`src/sv/alu8_pkg.sv`:
```
// Package for the eight-bit ALU with condition flags.
// Holds the opcode codes, the flag record and the widths shared by all files.
// No dependencies.
package alu8_pkg;

   localparam int unsigned DATA_W = 8;
   localparam int unsigned OP_W   = 4;

   typedef logic [DATA_W-1:0] data_type;

   // Codes nine to fifteen are unused and fall to the default arm.
   typedef enum logic [OP_W-1:0] {
      OP_ADD  = 4'd0,
      OP_SUB  = 4'd1,
      OP_CMP  = 4'd2,
      OP_AND  = 4'd3,
      OP_OR   = 4'd4,
      OP_XOR  = 4'd5,
      OP_INC  = 4'd6,
      OP_DEC  = 4'd7,
      OP_MOVE = 4'd8
   } opcode_type;

   typedef struct packed {
      logic v;
      logic c;
      logic n;
      logic z;
   } flags_type;

   typedef struct packed {
      data_type  value;
      logic      written;
      flags_type flags;
   } result_type;

endpackage

```
`src/sv/alu8_if.sv`:
```
// Channel interfaces for the eight-bit ALU: request and response.
// Depends on alu8_pkg.
interface alu8_req_if;
   import alu8_pkg::*;

   logic                  valid;
   logic                  ready;
   logic [OP_W-1:0]       opcode;
   data_type              operand_a;
   data_type              operand_b;

   modport source (output valid, output opcode, output operand_a, output operand_b,
                   input ready);
   modport sink   (input valid, input opcode, input operand_a, input operand_b,
                   output ready);
endinterface

interface alu8_rsp_if;
   import alu8_pkg::*;

   logic     valid;
   logic     ready;
   data_type result_value;
   logic     result_written;
   logic     zero_flag;
   logic     negative_flag;
   logic     carry_flag;
   logic     overflow_flag;

   modport source (output valid, output result_value, output result_written,
                   output zero_flag, output negative_flag, output carry_flag,
                   output overflow_flag, input ready);
   modport sink   (input valid, input result_value, input result_written,
                   input zero_flag, input negative_flag, input carry_flag,
                   input overflow_flag, output ready);
endinterface

```
`src/sv/alu8_exec.sv`:
```
// Combinational execute unit of the eight-bit ALU.
// Computes the result and the updated flags from one request and the stored flags.
// Depends on alu8_pkg.
module alu8_exec (
   input  logic [alu8_pkg::OP_W-1:0] opcode,
   input  alu8_pkg::data_type        operand_a,
   input  alu8_pkg::data_type        operand_b,
   input  alu8_pkg::flags_type       flags_cur,
   output alu8_pkg::result_type      result
);
   import alu8_pkg::*;

   logic [DATA_W:0] sum_wide;
   logic [DATA_W:0] diff_wide;
   data_type        logic_res;
   logic            logic_op;
   logic            sign_a;
   logic            sign_b;

   assign sum_wide  = {1'b0, operand_a} + {1'b0, operand_b};
   assign diff_wide = {1'b0, operand_a} - {1'b0, operand_b};
   assign sign_a    = operand_a[DATA_W-1];
   assign sign_b    = operand_b[DATA_W-1];

   always_comb begin
      logic_res = '0;
      logic_op  = 1'b1;
      case (opcode_type'(opcode))
         OP_AND:  logic_res = operand_a & operand_b;
         OP_OR:   logic_res = operand_a | operand_b;
         OP_XOR:  logic_res = operand_a ^ operand_b;
         OP_INC:  logic_res = operand_a + data_type'(1);
         OP_DEC:  logic_res = operand_a - data_type'(1);
         OP_MOVE: logic_res = operand_a;
         default: logic_op  = 1'b0;
      endcase
   end

   always_comb begin
      result = '{value: '0, written: 1'b0, flags: flags_cur};
      if (opcode inside {OP_ADD}) begin
         result.value   = sum_wide[DATA_W-1:0];
         result.written = 1'b1;
         result.flags.z = (sum_wide[DATA_W-1:0] == '0);
         result.flags.n = sum_wide[DATA_W-1];
         result.flags.c = sum_wide[DATA_W];
         result.flags.v = (sign_a == sign_b) && (sum_wide[DATA_W-1] != sign_a);
      end else if (opcode inside {OP_SUB, OP_CMP}) begin
         // The ninth bit of the difference is the borrow, set when a < b.
         result.value   = diff_wide[DATA_W-1:0];
         result.written = (opcode_type'(opcode) == OP_SUB);
         result.flags.z = (diff_wide[DATA_W-1:0] == '0);
         result.flags.n = diff_wide[DATA_W-1];
         result.flags.c = diff_wide[DATA_W];
         result.flags.v = (sign_a != sign_b) && (diff_wide[DATA_W-1] != sign_a);
      end else if (logic_op) begin
         // Carry is kept; overflow is cleared.
         result.value   = logic_res;
         result.written = 1'b1;
         result.flags.z = (logic_res == '0);
         result.flags.n = logic_res[DATA_W-1];
         result.flags.v = 1'b0;
      end
   end

endmodule

```
`src/sv/alu8_with_flags_core.sv`:
```
// Top level of the eight-bit ALU with Z, N, C and V flags.
// Depends on alu8_pkg, alu8_req_if, alu8_rsp_if and alu8_exec.
//
//   Channel   Modport   Payload                                       Handshake
//   req       sink      opcode, operand_a, operand_b                  valid/ready
//   rsp       source    result_value, result_written, Z, N, C, V      valid/ready
//
// A request is captured in the input register on the edge at which it is
// accepted, and its result is loaded into the result register when it
// advances. One request is accepted in every cycle while the response side
// keeps taking results; throughput is set by the single pass through the
// execute unit and the four-bit flag feedback.
// Reset clears both valid bits and the stored flags to zero.
// When the response is stalled the result register holds, the input register
// fills, and only then is req.ready dropped.
module alu8_with_flags_core (
   input logic    clock,
   input logic    reset,
   alu8_req_if.sink   req,
   alu8_rsp_if.source rsp
);
   import alu8_pkg::*;

   // Input register.
   logic                in_valid_ff, in_valid_in;
   logic [OP_W-1:0]     in_opcode_ff;
   data_type            in_a_ff;
   data_type            in_b_ff;

   // Result register and stored flags.
   logic                out_valid_ff, out_valid_in;
   result_type          out_ff;
   flags_type           flags_ff, flags_in;

   result_type          exec_res;
   logic                advance;
   logic                take_req;

   // The result register can be loaded when it is empty or being emptied;
   // the input register can take a request when it is empty or moving on.
   assign advance  = in_valid_ff && (!out_valid_ff || rsp.ready);
   assign req.ready = !in_valid_ff || !out_valid_ff || rsp.ready;
   assign take_req = req.valid && req.ready;

   alu8_exec u_exec (
      .opcode    (in_opcode_ff),
      .operand_a (in_a_ff),
      .operand_b (in_b_ff),
      .flags_cur (flags_ff),
      .result    (exec_res)
   );

   always_comb begin
      in_valid_in = in_valid_ff;
      if (take_req) begin
         in_valid_in = 1'b1;
      end else if (advance) begin
         in_valid_in = 1'b0;
      end
   end

   always_comb begin
      out_valid_in = out_valid_ff;
      flags_in     = flags_ff;
      if (advance) begin
         out_valid_in = 1'b1;
         flags_in     = exec_res.flags;
      end else if (rsp.ready) begin
         out_valid_in = 1'b0;
      end
   end

   always_ff @(posedge clock) begin
      if (reset) begin
         in_valid_ff  <= 1'b0;
         out_valid_ff <= 1'b0;
         flags_ff     <= '0;
      end else begin
         in_valid_ff  <= in_valid_in;
         out_valid_ff <= out_valid_in;
         flags_ff     <= flags_in;
      end
   end

   // Payload registers carry no reset.
   always_ff @(posedge clock) begin
      if (take_req) begin
         in_opcode_ff <= req.opcode;
         in_a_ff      <= req.operand_a;
         in_b_ff      <= req.operand_b;
      end
      if (advance) begin
         out_ff <= exec_res;
      end
   end

   assign rsp.valid          = out_valid_ff;
   assign rsp.result_value   = out_ff.value;
   assign rsp.result_written = out_ff.written;
   assign rsp.zero_flag      = out_ff.flags.z;
   assign rsp.negative_flag  = out_ff.flags.n;
   assign rsp.carry_flag     = out_ff.flags.c;
   assign rsp.overflow_flag  = out_ff.flags.v;

   // A written result always reports its own zero and sign.
   a_zero_matches: assert property (@(posedge clock) disable iff (reset)
      rsp.valid && rsp.result_written |-> rsp.zero_flag == (rsp.result_value == '0))
      else $error("zero flag disagrees with written result");

   a_sign_matches: assert property (@(posedge clock) disable iff (reset)
      rsp.valid && rsp.result_written |-> rsp.negative_flag == rsp.result_value[DATA_W-1])
      else $error("negative flag disagrees with written result");

   // The flags shown with a pending result are the stored flags.
   a_flags_in_step: assert property (@(posedge clock) disable iff (reset)
      rsp.valid |-> out_ff.flags == flags_ff)
      else $error("reported flags differ from stored flags");

   // Stored flags move only when a request passes through the execute unit.
   a_flags_hold: assert property (@(posedge clock) disable iff (reset)
      !advance |=> $stable(flags_ff))
      else $error("flags changed without an executed request");

   // An empty input register never refuses a request.
   a_ready_when_empty: assert property (@(posedge clock) disable iff (reset)
      !in_valid_ff |-> req.ready)
      else $error("request refused with empty input register");

endmodule

```
`src/flat_wrapper.sv`:
```
// flat-port wrapper written by rule: the top's interface ports become plain ports
module alu8_with_flags_core_flat import alu8_pkg::*;
  (clock, reset, req_valid, req_opcode, req_operand_a, req_operand_b, req_ready, rsp_valid, rsp_result_value, rsp_result_written, rsp_zero_flag, rsp_negative_flag, rsp_carry_flag, rsp_overflow_flag, rsp_ready);
  alu8_req_if req_i ();
  alu8_rsp_if rsp_i ();
  input logic clock;
  input logic reset;
  input wire logic [$bits(req_i.valid)-1:0] req_valid;
  input wire logic [$bits(req_i.opcode)-1:0] req_opcode;
  input wire logic [$bits(req_i.operand_a)-1:0] req_operand_a;
  input wire logic [$bits(req_i.operand_b)-1:0] req_operand_b;
  output wire logic [$bits(req_i.ready)-1:0] req_ready;
  output wire logic [$bits(rsp_i.valid)-1:0] rsp_valid;
  output wire logic [$bits(rsp_i.result_value)-1:0] rsp_result_value;
  output wire logic [$bits(rsp_i.result_written)-1:0] rsp_result_written;
  output wire logic [$bits(rsp_i.zero_flag)-1:0] rsp_zero_flag;
  output wire logic [$bits(rsp_i.negative_flag)-1:0] rsp_negative_flag;
  output wire logic [$bits(rsp_i.carry_flag)-1:0] rsp_carry_flag;
  output wire logic [$bits(rsp_i.overflow_flag)-1:0] rsp_overflow_flag;
  input wire logic [$bits(rsp_i.ready)-1:0] rsp_ready;
  assign req_i.valid = req_valid;
  assign req_i.opcode = req_opcode;
  assign req_i.operand_a = req_operand_a;
  assign req_i.operand_b = req_operand_b;
  assign req_ready = req_i.ready;
  assign rsp_valid = rsp_i.valid;
  assign rsp_result_value = rsp_i.result_value;
  assign rsp_result_written = rsp_i.result_written;
  assign rsp_zero_flag = rsp_i.zero_flag;
  assign rsp_negative_flag = rsp_i.negative_flag;
  assign rsp_carry_flag = rsp_i.carry_flag;
  assign rsp_overflow_flag = rsp_i.overflow_flag;
  assign rsp_i.ready = rsp_ready;
  alu8_with_flags_core u_core (.clock(clock), .reset(reset), .req(req_i), .rsp(rsp_i));
endmodule
```
`config.mk`:
```
export PLATFORM = sky130hd
export DESIGN_NAME = alu8_with_flags_core_flat
export DESIGN_NICKNAME = d
export VERILOG_FILES = /design/src/sv/alu8_pkg.sv /design/src/sv/alu8_if.sv /design/src/sv/alu8_exec.sv /design/src/sv/alu8_with_flags_core.sv /design/src/flat_wrapper.sv
export SDC_FILE = /design/constraint.sdc
export NUM_CORES = 1
export LEC_CHECK = 0
export ABC_AREA = 1
export BUFFER_PORTS_ARGS = -buffer_cell sky130_fd_sc_hd__clkbuf_2
export CAP_MARGIN = 20
export CORE_MARGIN = 2
export CORE_UTILIZATION = 30
export DETAILED_ROUTE_END_ITERATION = 16
export HOLD_SLACK_MARGIN = 0.08
export PLACE_DENSITY_LB_ADDON = 0.05
export SLEW_MARGIN = 20
export SYNTH_ARGS = -nofsm -noshare
export SYNTH_HDL_FRONTEND = slang
export SYNTH_SLANG_ARGS = --single-unit
```
`constraint.sdc`:
```
create_clock -name clock -period 2.05 [get_ports clock]
set_input_delay 0.205 -clock clock [delete_from_list [all_inputs] [get_ports clock]]
set_output_delay 0.205 -clock clock [all_outputs]
set_load 0.03 [all_outputs]
```
# --- After elaboration in Yosys (flattened, before gate mapping) ---
# Index checks and enable logic that the tools add are counted.
classes:
  n_mux: 12
  n_addsub: 4
  reduce_logical: 17
  n_bitwise: 3
  eq_ne: 12
ops:
  columns: ["op", "count"]
  rows:
  - ["$pmux 8 s6", 1]
  - ["$logic_not 8->1", 3]
  - ["$mux 10", 2]
  - ["$eq 4x3->1 const B", 4]
  - ["$mux 13", 1]
  - ["$add 8x8->9", 1]
  - ["$sub 8x8->9", 1]
  - ["$add 8x1->8 const B", 1]
  - ["$and 8x8->8", 1]
  - ["$eq 4x2->1 const B", 2]
  - ["$or 8x8->8", 1]
  - ["$sub 8x1->8 const B", 1]
  - ["$xor 8x8->8", 1]
  - ["$mux 1", 6]
  - ["$reduce_bool 2->1", 3]
  - ["$reduce_or 6->1", 1]
  - ["$eq 4x1->1 const B", 1]
  - ["$eq 4x4->1 const B", 1]
  - ["$logic_and 1x1->1", 4]
  - ["$logic_not 4->1", 1]
  - ["$mux 2", 2]
  - ["$logic_or 1x1->1", 3]
  - ["$ne 1x1->1", 3]
  - ["$logic_not 1->1", 2]
  - ["$eq 1x1->1", 1]
totals:
  regBits: 39
  output_inout_bits: 15
  word_cells: 63
  in_bits: 24

# --- Longest topological paths before layout ---
depth:
  word_depth: 6
  ltp_mapped: 22

# --- Cells and area by module ---
# Synthesis repeated with hierarchy kept, for this count alone.
hier_totals:
  hier_cells: 389
  area_unflattened_um2: 3019.1
modules_own_cells:
  columns: ["module", "cells_each", "n_inst", "seq_area_each_um2", "area_per_inst_um2"]
  rows:
  - ["alu8_exec", 319, 1, 0.0, 1762.9]
  - ["alu8_with_flags_core", 70, 1, 1111.1, 1256.2]

# --- Least setup slack after synthesis ---
# OpenSTA, ideal clock, no wires.
synth_path:
  path_type: "register -> register"
  start: "reg u_core.in_a_ff[3]"
  end: "reg u_core.out_ff, in the netlist u_core.rsp.zero_flag (data pin)"
  slack_ns: -0.176
  period_less_slack_ns: 2.226
  stages_incl_launch_ff: 16
  setup_ns: 0.255
  required_ns: 1.795
  arrival_time_ns: 1.970
  path_cell_list: "edfxtp_1 > inv_1 > ha_1 > clkinv_1 > a21oi_1 > nand2_1 > nand2_1 > nand2_1 > a21oi_1 > inv_1 > nand2_1 > nand2_1 > nand3_1 > nor2_1 > nor2_1 > nand2_1"
synth_rtl:
  columns: ["item", "line", "rtl"]
  rows:
  - ["start, declared", "alu8_with_flags_core.sv:27", "data_type in_a_ff;"]
  - ["start signal, assigned", "alu8_with_flags_core.sv:89", "in_a_ff <= req.operand_a;"]
  - ["end signal, assigned", "alu8_with_flags_core.sv:93", "out_ff <= exec_res;"]
  - ["end, declared", "alu8_with_flags_core.sv:32", "result_type out_ff;"]

==> metrics.md <==
| Metric | Value |
|---|---|
| Root buffer cell | `clkbuf_8` |
| Post-layout minimum cycle time | `2140 ps` |
| Clock transition at path regs | `80 ps` |
| PD cells | `501 nW/um^2` |
| Pin count of the biggest net entering global routing | `21` |
| Failing checks | `negative setup slack` |
| Synth Warn # | `0` |
| Slew @ Worst Pin | `343 ps` |
| Pre-CTS setup slack | `-196 ps` |
| VDD IR max | `0.203 mV` |
| HPWL after DPL | `7170 um` |
| GRT overflow | `0` |
| Hold Crit Start | `req_opcode[3]` |
| Tcrit/Tclk final | `1.04` |
| Final setup vio count | `5` |
| Clock Tree Buf Depth | `2` |
| CTS tree | `yes` |
| Fmax | `0.467 GHz` |
| Kind of critical path | `reg -> reg` |
| Final worst slack | `-91.2 ps` |
| Seq/Total Area, Yosys | `0.370` |
| Layout Utilization | `0.481` |
| Slew HR | `0.770` |
| Starting Density | `0.309` |
| Die width | `104 um` |
| Post-synth cell types | `37` |
| Worst-path fanout max | `3` |
| Worst reg2reg startpoint | `u_core.in_b_ff[0]$_DFFE_PP_` |
| Detailed-route wire length | `9220 um` |
| Leak | `2.25 nW` |
| Hold WC Path Type | `in -> reg` |
| Routability cong. | `0.903` |
| DRT iter0 DRCs | `80` |
| H-Tree Depth | `2` |
| Clock Skew | `4.81 ps` |
| Nets | `593` |
| Most used DFF post-synth | `edfxtp_1` |
| Min Hold Slack | `95.4 ps` |
| Residual DRC count | `0` |
| Via/cell ratio | `4.49` |
| Critical Path End Type | `flip-flop` |
| Area Growth Syn to Fin | `56.0%` |
| CORE AREA | `9730 sq um` |
| Pre-Repair DR Iteration Count | `4` |
| Post-Syn Area per Cell | `7.66 sq um` |
| Via count | `3038` |
| Skew-Pair Late Insertion Delay | `300 ps` |
| Post-synth net total | `443` |
| Initial antenna violation count | `0` |
| Ratio of cells with drive above 1 in the final layout | `0.438` |
| Drt wl/cell | `13.6 um` |
| Synth Register Bits | `39` |
| Crit path DAT | `2200 ps` |
| Cells after Synth | `392` |
| RSZ-0062 raised after global routing | `true` |
| Worst setup path end | `u_core.rsp.zero_flag$_DFFE_PP_` |
| Clock sink count | `39` |
| Number of diodes | `0` |
| Worst R2R End | `u_core.rsp.zero_flag$_DFFE_PP_` |
| IO buf count | `38` |
| Tot GR Track Use | `0.172` |
| Vias in the first global route | `2996` |
| Max-cap violation count | `0` |
| Hold Fails Final Rpt | `0` |
| Status | `finished, violations left` |
| Cell area after synthesis | `3000 sq um` |
| Die Y | `104 um` |
| EDFF count, synth | `33` |
| CP required | `2110 ps` |
| Type of origin of the critical path | `flip-flop` |
| Rows | `36` |
| R2R depth | `10` |
| Die footprint | `10800 sq um` |
| Clock buffer count from CTS | `5` |
| First-pass GRT wire length | `14900 um` |
| Max-slew violations | `0` |
| Reg-to-reg slack, setup | `-90 ps` |
| ANT nets after route | `0` |
| CP Launch Point | `u_core.in_b_ff[0]$_DFFE_PP_` |
| FFs w/ async S/R, synth | `0` |
| # IOs | `39` |
==> cells in the mapped netlist (6+ instances only) <==
| library cell | number | area share |
|---|---|---|
| nand2_1 | 93 | 0.12 |
| edfxtp_1 | 33 | 0.33 |
| xor2_1 | 12 | 0.035 |
| nor2_1 | 38 | 0.048 |
| dfxtp_1 | 6 | 0.040 |
| nand2_2 | 6 | 0.013 |
| ha_1 | 25 | 0.10 |
| inv_1 | 62 | 0.077 |
| nand3_1 | 41 | 0.068 |
| o21ai_0 | 13 | 0.022 |
| a21oi_1 | 15 | 0.025 |
==> layout by cell type, fill, tap and decap left out, types with 3 or more instances in the layout <==
master / count
a21oi_1: 9
a21oi_2: 5
a41oi_1: 3
buf_4: 85
buf_6: 5
clkbuf_2: 38
clkbuf_8: 5
dfxtp_1: 6
dlygate4sd3_1: 19
edfxtp_1: 33
ha_1: 12
ha_2: 4
ha_4: 9
inv_1: 47
inv_2: 16
nand2_1: 71
nand2_2: 27
nand3_1: 29
nand3_2: 10
nor2_1: 31
nor2_2: 9
nor3_2: 3
o21ai_0: 4
o21ai_1: 7
o22ai_1: 4
xor2_1: 10
==> area by class of cell <==
cell class	count	area [sq um]
fill	1005	5040
multi-input combinational	283	2000
sequential	39	1110
timing repair buffer	147	1070
inverter	66	254
tap	133	166
clock buffer	7	76.3
clock inverter	1	5.00
==> metal layers <==
layer  vias up  wire (um)  track usage  share of wire
met5         -          0            0              0
met4         0        113       0.0434          0.012
met3         8        207       0.0257          0.022
met2        46       4530        0.297           0.49
met1      1397       4360        0.226           0.47
li1       1587          -            -              -
==> worst min-delay path by stage <==
| stage | to | slack [ps] | depth (start not counted) |
|---|---|---|---|
| after floorplan | u_core.in_valid_ff$_SDFFE_PP0P_ | 270 | 1 |
| after global placement | u_core.in_a_ff[7]$_DFFE_PP_ | 380 | 1 |
| after detailed placement | u_core.in_a_ff[3]$_DFFE_PP_ | 380 | 1 |
| after CTS | u_core.in_opcode_ff[0]$_DFFE_PP_ | 80 | 1 |
| after global routing | u_core.in_opcode_ff[3]$_DFFE_PP_ | 80 | 1 |
| final | u_core.in_opcode_ff[3]$_DFFE_PP_ | 100 | 1 |
==> registers in the layout, indices dropped and copies added, names as in the netlist <==
register,count
u_core.flags_ff,4
u_core.in_a_ff,8
u_core.in_b_ff,8
u_core.in_opcode_ff,4
u_core.in_valid_ff,1
u_core.rsp.carry_flag,1
u_core.rsp.negative_flag,1
u_core.rsp.overflow_flag,1
u_core.rsp.result_value,8
u_core.rsp.result_written,1
u_core.rsp.valid,1
u_core.rsp.zero_flag,1
==> power breakdown <==
| group | leakage (nW) | switching [mW] | internal [mW] |
|---|---|---|---|
| Sequential | 0.370 | 0.0235 | 0.921 |
| Clock | 0.0422 | 0.281 | 0.239 |
| Combinational | 1.84 | 0.481 | 0.399 |
| Total | 2.25 | 0.786 | 1.56 |
==> through the flow <==
step | instance area [sq um] | std cells | setup TNS, ps | power [mW]
2_1_floorplan | 3030 | 392 | -77.3 | 1.36
3_3_place_gp | 3980 | 641 | -1400 | 1.68
3_5_place_dp | 3980 | 641 | -1480 | 1.68
4_1_cts | 4440 | 672 | -373 | 2.29
5_1_grt | 4680 | 676 | -1400 | 2.49
6_report | 4680 | 676 | -335 | 2.35
==> cell families after synthesis <==
kind of cell    after synthesis  share of synthesized area
fa+ha+maj                    27                      0.118
flops                        39                      0.370
compound gates               49                      0.103
xor+xnor                     13                     0.0379
simple gates                194                      0.280
buf+inv                      70                     0.0912
==> worst max-delay path: stages (launching register included) <==
cell,delay (ps)
edfxtp_1,460
ha_2,250
fa_2,360
nand2_1,70
o211ai_1,140
xor2_1,250
nor2_1,60
nand3_1,70
nand2_1,60
nor2_2,120
nand2_1,60
==> repair_timing <==
item | in CTS | in global routing
pin swaps | 30 | 32
hold buffers | 16 | 3
gates resized for setup | 44 | 60
buffers inserted | 7 | 1
endpoints found under the hold margin | 16 | 3
setup endpoints to repair | 12 | 13
cloned | 0 | 0
Power figures use the tool's default switching activity.
